**config.mk**
```make
export PLATFORM = sky130hd
export DESIGN_NAME = reduction_calculator_alu
export DESIGN_NICKNAME = d
export VERILOG_FILES = /design/src/hw/rtl/rca_pkg.sv /design/src/hw/rtl/reduction_calculator_alu.sv /design/src/hw/rtl/rca_datapath.sv /design/src/hw/rtl/rca_control.sv
export SDC_FILE = /design/constraint.sdc
export NUM_CORES = 2
export LEC_CHECK = 0
export BUFFER_PORTS_ARGS = -buffer_cell sky130_fd_sc_hd__buf_2
export CORE_MARGIN = 2
export CORE_UTILIZATION = 38
export CTS_BUF_LIST = sky130_fd_sc_hd__clkbuf_8
export DETAILED_ROUTE_END_ITERATION = 12
export PLACE_DENSITY = 0.6
export SYNTH_ARGS = -nofsm -noshare
export SYNTH_HDL_FRONTEND = slang
export SYNTH_SLANG_ARGS = --single-unit
```
**constraint.sdc**
```tcl
create_clock -name i_clk -period 25.9 [get_ports i_clk]
set_clock_uncertainty 0.2 [all_clocks]
set_input_delay 1.295 -clock i_clk [delete_from_list [all_inputs] [get_ports i_clk]]
set_output_delay 1.295 -clock i_clk [all_outputs]
set_load 0.01 [all_outputs]
```
**src/hw/rtl/rca_pkg.sv**
```systemverilog
`default_nettype none
package rca_pkg;
    localparam int DataWidthDefault = 32;
    localparam int OpcodeWidth = 4;
    localparam int ErrorWidth = 3;

    localparam logic [OpcodeWidth-1:0] OpAdd  = 4'd0;
    localparam logic [OpcodeWidth-1:0] OpSub  = 4'd1;
    localparam logic [OpcodeWidth-1:0] OpMul  = 4'd2;
    localparam logic [OpcodeWidth-1:0] OpDiv  = 4'd3;
    localparam logic [OpcodeWidth-1:0] OpPow  = 4'd4;
    localparam logic [OpcodeWidth-1:0] OpFact = 4'd5;
    localparam logic [OpcodeWidth-1:0] OpMax  = 4'd6;
    localparam logic [OpcodeWidth-1:0] OpMin  = 4'd7;

    localparam logic [ErrorWidth-1:0] ErrNone     = 3'd0;
    localparam logic [ErrorWidth-1:0] ErrDivZero  = 3'd1;
    localparam logic [ErrorWidth-1:0] ErrDivOvf   = 3'd2;
    localparam logic [ErrorWidth-1:0] ErrNegFact  = 3'd3;
    localparam logic [ErrorWidth-1:0] ErrBadCount = 3'd4;

    typedef enum logic [1:0] {
        CMD_NONE,
        CMD_PUSH_PREV,
        CMD_PUSH_IN,
        CMD_STEP
    } t_cmd_op;

    typedef struct packed {
        t_cmd_op op;
        logic    start;
        logic    finish;
    } t_cmd;

    typedef struct packed {
        logic need_iter;
        logic iter_done;
    } t_status;
endpackage
`default_nettype wire

```
**src/hw/rtl/reduction_calculator_alu.sv**
```systemverilog
// Add, sub, mul, max, min, recall and any run that needs no iteration
// (errors, negative exponent, factorial of 66 or more) go straight from
// the last word to the result; divide, power and factorial of 0 to 65
// step through the shared iterative unit first. A first word with
// use_previous also pushes the previous result ahead of it. Synchronous
// active-low reset clears run state and valid.
`default_nettype none
module reduction_calculator_alu #(
    parameter int DATA_WIDTH = rca_pkg::DataWidthDefault
) (
    input  wire        i_clk,
    input  wire        i_rst_n,
    input  wire        i_in_valid,
    output logic       o_in_ready,
    input  wire [3:0]  i_opcode,
    input  wire [DATA_WIDTH-1:0] i_operand,
    input  wire        i_use_previous,
    input  wire        i_last,
    output logic       o_out_valid,
    input  wire        i_out_ready,
    output logic [DATA_WIDTH-1:0] o_value,
    output logic [2:0] o_error
);
    rca_pkg::t_cmd    w_cmd;
    rca_pkg::t_status w_status;
    logic             w_capture;
    logic [DATA_WIDTH-1:0] w_value;
    logic [2:0]       w_error;
    logic [DATA_WIDTH-1:0] r_operand;

    always_ff @(posedge i_clk) begin
        if (i_in_valid && o_in_ready) r_operand <= i_operand;
        if (w_capture) begin
            o_value <= w_value;
            o_error <= w_error;
        end
    end

    rca_control u_ctrl (
        .i_clk(i_clk), .i_rst_n(i_rst_n), .i_in_valid(i_in_valid),
        .o_in_ready(o_in_ready), .i_use_previous(i_use_previous), .i_last(i_last),
        .i_status(w_status), .o_cmd(w_cmd), .o_out_valid(o_out_valid),
        .i_out_ready(i_out_ready), .o_capture(w_capture)
    );

    rca_datapath #(.DATA_WIDTH(DATA_WIDTH)) u_dp (
        .i_clk(i_clk), .i_rst_n(i_rst_n), .i_cmd(w_cmd), .i_opcode(i_opcode),
        .i_operand((w_cmd.op == rca_pkg::CMD_PUSH_IN && !w_cmd.start
            && !(i_in_valid && o_in_ready)) ? r_operand : i_operand),
        .o_status(w_status), .o_value(w_value), .o_error(w_error)
    );
endmodule
`default_nettype wire

```
**src/hw/rtl/rca_datapath.sv**
```systemverilog
`default_nettype none
module rca_datapath #(
    parameter int DATA_WIDTH = rca_pkg::DataWidthDefault
) (
    input  wire                           i_clk,
    input  wire                           i_rst_n,
    input  wire rca_pkg::t_cmd            i_cmd,
    input  wire [rca_pkg::OpcodeWidth-1:0] i_opcode,
    input  wire [DATA_WIDTH-1:0]          i_operand,
    output rca_pkg::t_status              o_status,
    output logic [DATA_WIDTH-1:0]         o_value,
    output logic [rca_pkg::ErrorWidth-1:0] o_error
);
    localparam int W = DATA_WIDTH;
    localparam int CW = $clog2(W + 1);
    localparam logic [W-1:0] SignW = {1'b1, {(W-1){1'b0}}};
    localparam int FactLimit = 2 * W + 2;

    logic [W-1:0] r_acc, r_first, r_prev;
    logic [1:0]   r_count;
    logic [rca_pkg::OpcodeWidth-1:0] r_op;

    logic [W-1:0] r_a, r_b, r_r;
    logic [CW-1:0] r_iter;
    logic          r_neg;
    logic          r_busy;

    logic [W-1:0] w_x, w_a_next, w_rem_sh, w_sub;
    logic [W-1:0] w_mul;
    logic [W-1:0] w_val;
    logic [rca_pkg::OpcodeWidth-1:0] w_op;
    logic [1:0]   w_cnt;
    logic         w_kind_div, w_kind_pow, w_kind_fact;

    function automatic logic s_lt(input logic [W-1:0] a, input logic [W-1:0] b);
        return $signed(a) < $signed(b);
    endfunction

    always_comb begin
        w_x = (i_cmd.op == rca_pkg::CMD_PUSH_PREV) ? r_prev : i_operand;
        w_op = i_cmd.start ? i_opcode : r_op;
        w_cnt = i_cmd.start ? 2'd0 : r_count;
        w_a_next = r_acc;
        unique case (w_op)
            rca_pkg::OpAdd: w_a_next = (w_cnt == 2'd0) ? w_x : r_acc + w_x;
            rca_pkg::OpSub: w_a_next = (w_cnt == 2'd0) ? w_x : r_acc - w_x;
            rca_pkg::OpMul: w_a_next = (w_cnt == 2'd0) ? w_x : W'(r_acc * w_x);
            rca_pkg::OpMax: if (w_cnt == 2'd0 || s_lt(r_acc, w_x)) w_a_next = w_x;
            rca_pkg::OpMin: if (w_cnt == 2'd0 || s_lt(w_x, r_acc)) w_a_next = w_x;
            rca_pkg::OpDiv, rca_pkg::OpPow, rca_pkg::OpFact:
                if (w_cnt == 2'd1) w_a_next = w_x;
            default: w_a_next = r_acc;
        endcase
        w_kind_div = (r_op == rca_pkg::OpDiv);
        w_kind_pow = (r_op == rca_pkg::OpPow);
        w_kind_fact = (r_op == rca_pkg::OpFact);
        w_mul = W'(r_r * (w_kind_fact ? r_a : r_b));
        w_rem_sh = {r_r[W-2:0], r_a[W-1]};
        w_sub = w_rem_sh - r_b;
    end

    logic w_need;
    always_comb begin
        w_need = 1'b0;
        if (w_kind_div) w_need = (r_count == 2'd2) && (r_acc != '0)
            && !(r_first == SignW && r_acc == '1);
        if (w_kind_pow) w_need = (r_count == 2'd2) && !r_acc[W-1];
        if (w_kind_fact) w_need = !r_first[W-1] && (r_first < W'(FactLimit));
    end
    assign o_status = '{need_iter: w_need, iter_done: r_busy && (r_iter == '0)};

    always_ff @(posedge i_clk) begin
        if (!i_rst_n) begin
            r_acc <= '0;
            r_first <= '0;
            r_count <= 2'd0;
            r_prev <= '0;
            r_op <= '0;
            r_busy <= 1'b0;
            r_iter <= '0;
        end else begin
            if (i_cmd.op == rca_pkg::CMD_PUSH_PREV || i_cmd.op == rca_pkg::CMD_PUSH_IN) begin
                r_op <= w_op;
                r_acc <= w_a_next;
                if (w_cnt == 2'd0 && (w_op == rca_pkg::OpDiv || w_op == rca_pkg::OpPow
                        || w_op == rca_pkg::OpFact)) r_first <= w_x;
                r_count <= (w_cnt == 2'd3) ? 2'd3 : w_cnt + 2'd1;
            end
            if (i_cmd.op == rca_pkg::CMD_STEP) begin
                if (!r_busy) begin
                    r_busy <= 1'b1;
                    r_iter <= CW'(W);
                    r_neg <= r_first[W-1] ^ r_acc[W-1];
                    if (w_kind_div) begin
                        r_a <= r_first[W-1] ? -r_first : r_first;
                        r_b <= r_acc[W-1] ? -r_acc : r_acc;
                        r_r <= '0;
                    end else if (w_kind_pow) begin
                        r_a <= r_acc;
                        r_b <= r_first;
                        r_r <= W'(1);
                    end else begin
                        r_a <= W'(2);
                        r_b <= r_first;
                        r_r <= W'(1);
                    end
                end else if (r_iter != '0) begin
                    r_iter <= r_iter - CW'(1);
                    if (w_kind_div) begin
                        if (w_rem_sh >= r_b) r_r <= w_sub;
                        else r_r <= w_rem_sh;
                        r_a <= {r_a[W-2:0], (w_rem_sh >= r_b)};
                    end else if (w_kind_pow) begin
                        if (r_a[0]) r_r <= w_mul;
                        r_b <= W'(r_b * r_b);
                        r_a <= r_a >> 1;
                    end else begin
                        if (r_a <= r_b) r_r <= w_mul;
                        if (r_a <= r_b) r_a <= r_a + W'(1);
                        if (r_iter > CW'(1) && r_a + W'(1) <= r_b) r_iter <= CW'(2);
                    end
                end
            end
            if (i_cmd.finish) begin
                r_count <= 2'd0;
                r_busy <= 1'b0;
                if (r_op <= rca_pkg::OpMin && o_error == rca_pkg::ErrNone)
                    r_prev <= w_val;
            end
        end
    end

    always_comb begin
        o_error = rca_pkg::ErrNone;
        w_val = '0;
        if (r_op > rca_pkg::OpMin) w_val = r_prev;
        else if (w_kind_div) begin
            if (r_count != 2'd2) o_error = rca_pkg::ErrBadCount;
            else if (r_acc == '0) o_error = rca_pkg::ErrDivZero;
            else if (r_first == SignW && r_acc == '1) o_error = rca_pkg::ErrDivOvf;
            else w_val = r_neg ? -r_a : r_a;
        end else if (w_kind_pow) begin
            if (r_count != 2'd2) o_error = rca_pkg::ErrBadCount;
            else if (w_need) w_val = r_r;
        end else if (w_kind_fact) begin
            if (r_first[W-1]) o_error = rca_pkg::ErrNegFact;
            else if (w_need) w_val = r_r;
        end else w_val = r_acc;
        o_value = w_val;
    end
endmodule
`default_nettype wire

```
**src/hw/rtl/rca_control.sv**
```systemverilog
`default_nettype none
module rca_control (
    input  wire                i_clk,
    input  wire                i_rst_n,
    input  wire                i_in_valid,
    output logic               o_in_ready,
    input  wire                i_use_previous,
    input  wire                i_last,
    input  wire rca_pkg::t_status i_status,
    output rca_pkg::t_cmd      o_cmd,
    output logic               o_out_valid,
    input  wire                i_out_ready,
    output logic               o_capture
);
    typedef enum logic [2:0] {S_FIRST, S_MORE, S_PREV, S_EVAL, S_ITER, S_DONE} t_state;
    t_state r_state, n_state;
    logic   r_last, r_valid;

    assign o_in_ready = (r_state == S_FIRST || r_state == S_MORE);
    assign o_out_valid = r_valid;

    always_comb begin
        o_cmd = '{op: rca_pkg::CMD_NONE, start: 1'b0, finish: 1'b0};
        o_capture = 1'b0;
        n_state = r_state;
        unique case (r_state)
            S_FIRST, S_MORE: if (i_in_valid && o_in_ready) begin
                o_cmd.start = (r_state == S_FIRST);
                if (r_state == S_FIRST && i_use_previous) begin
                    o_cmd.op = rca_pkg::CMD_PUSH_PREV;
                    n_state = S_PREV;
                end else begin
                    o_cmd.op = rca_pkg::CMD_PUSH_IN;
                    n_state = i_last ? S_EVAL : S_MORE;
                end
            end
            S_PREV: begin
                o_cmd.op = rca_pkg::CMD_PUSH_IN;
                n_state = r_last ? S_EVAL : S_MORE;
            end
            S_EVAL: begin
                if (i_status.need_iter) begin
                    o_cmd.op = rca_pkg::CMD_STEP;
                    n_state = S_ITER;
                end else n_state = S_DONE;
            end
            S_ITER: begin
                o_cmd.op = rca_pkg::CMD_STEP;
                if (i_status.iter_done) n_state = S_DONE;
            end
            S_DONE: if (!r_valid || i_out_ready) begin
                o_capture = 1'b1;
                o_cmd.finish = 1'b1;
                n_state = S_FIRST;
            end
            default: n_state = S_FIRST;
        endcase
    end

    always_ff @(posedge i_clk) begin
        if (!i_rst_n) begin
            r_state <= S_FIRST;
            r_last <= 1'b0;
            r_valid <= 1'b0;
        end else begin
            r_state <= n_state;
            if (i_in_valid && o_in_ready) r_last <= i_last;
            if (o_capture) r_valid <= 1'b1;
            else if (i_out_ready) r_valid <= 1'b0;
        end
    end
endmodule
`default_nettype wire

```
* Word-level counts from Yosys, hierarchy flattened
Cells that the tools add are included.
Storage, ports and cells: register bits 278, output and inout port bits 37, word-level logic and storage cells 204, input port bits 42
Operators by class: add/subtract/negate cells 9, bitwise logic cells 3, reductions and logical operators 48, equal/unequal tests 35, multiplexer cells 80, $lt $le $gt $ge 9, $mul 3
Operators by type and width (count):
- 32-bit 2-to-1 mux | 41
- 32-bit one-hot mux with 6 select lines | 1
- 32-bit by 32-bit multiplier with 32-bit output | 3
- 32-bit negator | 3
- 32-bit == test, second input constant | 2
- 32-bit <= comparator | 2
- 32-bit less-than comparator | 2
- 32-bit subtractor | 2
- 3-bit 2-to-1 mux | 12
- 32-bit by 1-bit adder with 32-bit output, second input constant | 1
- 32-bit adder | 1
- 32-bit >= comparator | 1
- 32-bit logical NOT | 1
- 32-bit by 7-bit less-than comparator with 1-bit output, second input constant | 1
- 32-bit nonzero test | 1
- 6-bit 2-to-1 mux | 5
- 4-bit by 3-bit == test with 1-bit output, second input constant | 6
- 2-bit 2-to-1 mux | 8
- 3-bit one-hot mux with 5 select lines | 1
- 5-bit AND reduction | 3
- 1-bit logical AND | 13
- 4-bit by 2-bit == test with 1-bit output, second input constant | 3
- 6-bit nonzero test | 2
- 1-bit 2-to-1 mux | 10
- 31 further kinds | 62

* Depth between registers and ports, before layout
depth after elaboration 18, depth in mapped cells 49, mapped depth without buffers 42

* Modules after synthesis
From an unflattened synthesis, not the netlist that was laid out.
Second synthesis, totals: cell total of the unflattened synthesis 7957, area, all modules 68395.6 sq um
Modules (own cells, without submodules):
- rca_datapath | times used 1, sequential area each 5094.9 sq um, area each 65436.5 sq um, cells an instance 7806
- reduction_calculator_alu | times used 1, sequential area each 2011.9 sq um, area each 2578.7 sq um, cells an instance 105
- rca_control | times used 1, sequential area each 100.1 sq um, area each 380.4 sq um, cells an instance 46

* Worst setup path after synthesis
No wires, ideal clock.
kind reg-to-reg, start reg u_dp.r_acc[0], end reg u_dp.r_acc[31], clock period less this slack 11330 ps, library setup time 123 ps, data required time 25577 ps, slack 14570 ps, cell stages (with the launch flop) 48, arrival time 11007 ps, path through dfxtp_1 > clkbuf_1 > inv_2 > buf_1 > ha_1 > nand3_1 > nor2_1 > nand4_1 > nor3_1 > or2_1 > or3_1 > clkbuf_1 > a31o_2 > a221oi_1 > inv_1 > ha_1 > clkbuf_1 > buf_1 > (+12 left out) > fa_1 > inv_1 > fa_1 > inv_1 > fa_1 > fa_1 > ha_1 > a21o_1 > a21o_1 > a21oi_1 > nor2_1 > nor4b_1 > a21oi_1 > o41ai_1 > o21ai_0 > xnor2_1 > a221oi_1 > nor2_1
Between the ends: cells in the longest elaborated chain, start to end 18, elaborated cells on any way between the ends 35
RTL lines:
- start: declaration | RTL line rca_datapath.sv:19 | logic [W-1:0] r_acc, r_first, r_prev;
- start signal: assignment | RTL line rca_datapath.sv:84 | r_acc <= w_a_next;
- 32-bit == test | RTL line rca_datapath.sv:66 | && !(r_first == SignW && r_acc == '1);
- 1-bit logical AND | RTL line rca_datapath.sv:66
- 1-bit logical NOT | RTL line rca_datapath.sv:66
- 1-bit logical AND * | RTL line rca_datapath.sv:66
- 1-bit 2-to-1 mux * | RTL line rca_datapath.sv:65 | if (w_kind_div) w_need = (r_count == 2'd2) && (r_acc != '0)
- 1-bit 2-to-1 mux * | RTL line rca_datapath.sv:67 | if (w_kind_pow) w_need = (r_count == 2'd2) && !r_acc[W-1];
- 1-bit 2-to-1 mux * | RTL line rca_datapath.sv:68 | if (w_kind_fact) w_need = !r_first[W-1] && (r_first < W'(FactLimit));
- 2-bit 2-to-1 mux * | RTL line rca_control.sv:42 | if (i_status.need_iter) begin
- 2-bit one-hot mux with 4 select lines * | RTL line rca_control.sv:26 | unique case (r_state)
- 2-bit == test | RTL line reduction_calculator_alu.sv:48 | .i_operand((w_cmd.op == rca_pkg::CMD_PUSH_IN && !w_cmd.start
- 1-bit logical AND | RTL line reduction_calculator_alu.sv:48
- 1-bit logical AND | RTL line reduction_calculator_alu.sv:49 | && !(i_in_valid && o_in_ready)) ? r_operand : i_operand),
- 32-bit 2-to-1 mux | RTL line reduction_calculator_alu.sv:49
- 32-bit 2-to-1 mux * | RTL line rca_datapath.sv:40 | w_x = (i_cmd.op == rca_pkg::CMD_PUSH_PREV) ? r_prev : i_operand;
- net u_dp.w_x[3] | RTL line rca_datapath.sv:28 | logic [W-1:0] w_x, w_a_next, w_rem_sh, w_sub;
- branches (longest 4 deep; another with 32-bit by 32-bit multiplier with 32-bit output)
Mark *: on every way through the listed nets, which the timed path passes. The select of a mux whose other input is x is not followed. A chain may end at the register's enable or synchronous reset.

* Worst setup path in the final report
start reg u_dp.r_acc[8], end reg u_dp.r_acc[31]
Same word-level chain as after synthesis.

==> metrics.txt <==
outcome finished clean; most used flip-flop cell after synthesis edfxtp_1; final setup vio count 0; initial drt markers 5,394; syn avg cell area 8.51 um2; critical path class flop to flop; DR vias about 57,000; critical path launch point u_dp.r_acc[8]; H-tree depth 2; drt pass-1 iters 8; leading cell type in the layout, fill and taps excluded inv_1; family with the most delay on the worst path adder cells; minimum clock period 13.51 ns; r2r startpoint u_dp.r_acc[8]; grt ovf 0; chip width around 420 um; Worst path max stage delay around 1.1 ns; Port Buffer Count approximately 80; critical path depth 37; DRC viols 0; placed insts ~10,000; commonest non-fill, non-tap cells in the layout 1,540 x inv_1, 1,186 x fa_1, 1,024 x nand2_1; Fin Setup TNS 0 ns; row cnt approximately 150; CP max-delay cell o41ai_1; syn nets 9,711; fin nets between 9,000 and 10,000; Routed Antenna Nets 0; Syn Inst Count 7,909; netlist area before placement slightly below 70,000 um2; worst hold stages 2; pin count of the biggest net entering global routing 91; Crit path top cell by count fa_1; period utilization between 50% and 60%; Peak Freq 74.0 MHz; Yosys reg bits 278; Slew HR 16.7%; post-synthesis sequential area ratio a little over a tenth; CP Capture Type flop; Maximum Capacitance Violations 0; Pins Over Slew Limit 0; die area between 150,000 and 200,000 um2; Inserted Clock Buffers 56; clock latency at the later pin of the worst-skew pair 0.73 ns; final core utilization 40.8%; worst slew pin tran 1.23 ns; Yosys cell types 87; initial antenna violation count 11; first-pass GRT wire length 374 mm; post-CTS sizing 0; Worst-path clk slew 0.06 ns; I/O pin cnt 79; clock sinks roughly 280; vias in the first global route 59,100; clk root buf clkbuf_8; Critical Path Source Type flop; GRT Total Usage 27.5%; Synth warnings 0; Area Growth Syn to Fin 6.85%; unrepaired setup endpoints after global routing false; Layout Cells excl Fill just over 10,000; hold_buf cts 0; Vias/cell 5.55; number of flops mapped to enable cells by yosys 164; WP buf/inv 4; Hold Worst Slack 0.276 ns; Clock Tree Buf Depth 3; detailed placer's ending HPWL 188 mm; Setup Fix Bufs, Post-CTS 0; Worst EP arrival 13.92 ns; Routed WL per cell ~24 um; hold path start u_ctrl.r_last; Placer Congestion 1.03; total wire length approximately 250 mm; crit path max fanout 33; Critical Path RT 26.30 ns; chip height 425 um; FFs w/ async S/R, synth 0%; R2R depth 37; core region area 176,000 um2; CTS tree yes; HP Class flop to flop; share of cells above drive strength 1 a little over 6%; Final Hold Viols 0; Initial Util approximately two fifths
Yosys cell counts, drive strengths merged (35+ instances only):
master	count	share of area, %
inv	1540	8.6
fa	1186	35
nand2	1026	5.7
nor2	685	3.8
ha	574	11
clkbuf	381	2.1
a21oi	327	2.4
xnor2	289	3.8
o21ai	281	2.2
edfxtp	164	7.3
and2	117	1.1
dfxtp	114	3.4
a21o	94	1.0
xor2	91	1.2
mux2i	81	1.2
nand3	72	0.54
a221oi	66	0.86
nor2b	62	0.58
nor3	53	0.39
a22oi	48	0.54
nand2b	44	0.41
nand4	43	0.40
a31oi	41	0.40
buf	40	0.30
o31ai	39	0.43
a211oi	37	0.42
mux2	37	0.62
o21bai	35	0.39
area by class of cell:
type	count	area [um2]
timing repair buffer	267	1810
sequential	278	7210
clock buffer	66	908
antenna	5	12.5
clock inverter	38	372
inverter	1562	5870
multi-input combinational	5648	52800
tap	2340	2930
fill	17900	104000
layer usage:
layer,part of all wire (%),GRT usage (%)
met1,39,34.9
met2,46,44.8
met3,8.1,4.12
met4,7.1,15.6
met5,0.013,0
stage by stage:
step | cell area, um2 | worst slack [ns]
floorplan | 67300 | 14.57
global placement | 70600 | 12.81
detailed placement | 70600 | 12.62
CTS | 71900 | 12.64
global route | 71900 | 11.90
finish | 71900 | 12.39
state kept, by name (all words and copies together) (netlist names), 4 cells and up:
register      cells
o_value          32
r_operand        32
u_dp.r_a         32
u_dp.r_acc       32
u_dp.r_b         32
u_dp.r_first     32
u_dp.r_iter       6
u_dp.r_op         4
u_dp.r_prev      32
u_dp.r_r         32
kinds of logic after synthesis:
group / synth area share (%)
and+or+nand+nor: 14.1
buffers and inverters: 11.1
adders and majority gates: 45.9
AOI/OAI and AO/OA: 11.2
xor gates and xnor gates: 5.12
DFF: 10.7
muxes: 1.82
worst reg2reg max path: cells and delay by family, from the launching register on:
kind / cells / cell delay [ns]
xor gates and xnor gates: 1 / 0.20
muxes: 1 / 0.25
and+or+nand+nor: 10 / 2.65
DFF: 1 / 0.34
buffers and inverters: 4 / 1.44
adders and majority gates: 10 / 4.35
AOI/OAI and AO/OA: 11 / 4.04
worst paths after layout:
kind,slack [ns],to
hold / removal,0.28,u_ctrl.r_last
hold reg to reg,0.28,u_ctrl.r_last
setup / recovery,12.39,u_dp.r_acc[31]
setup reg to reg,12.39,u_dp.r_acc[31]
Power is left out: the tool's default activity adds up to more than one toggle a clock period on the data nets, which glitch-free logic cannot reach.
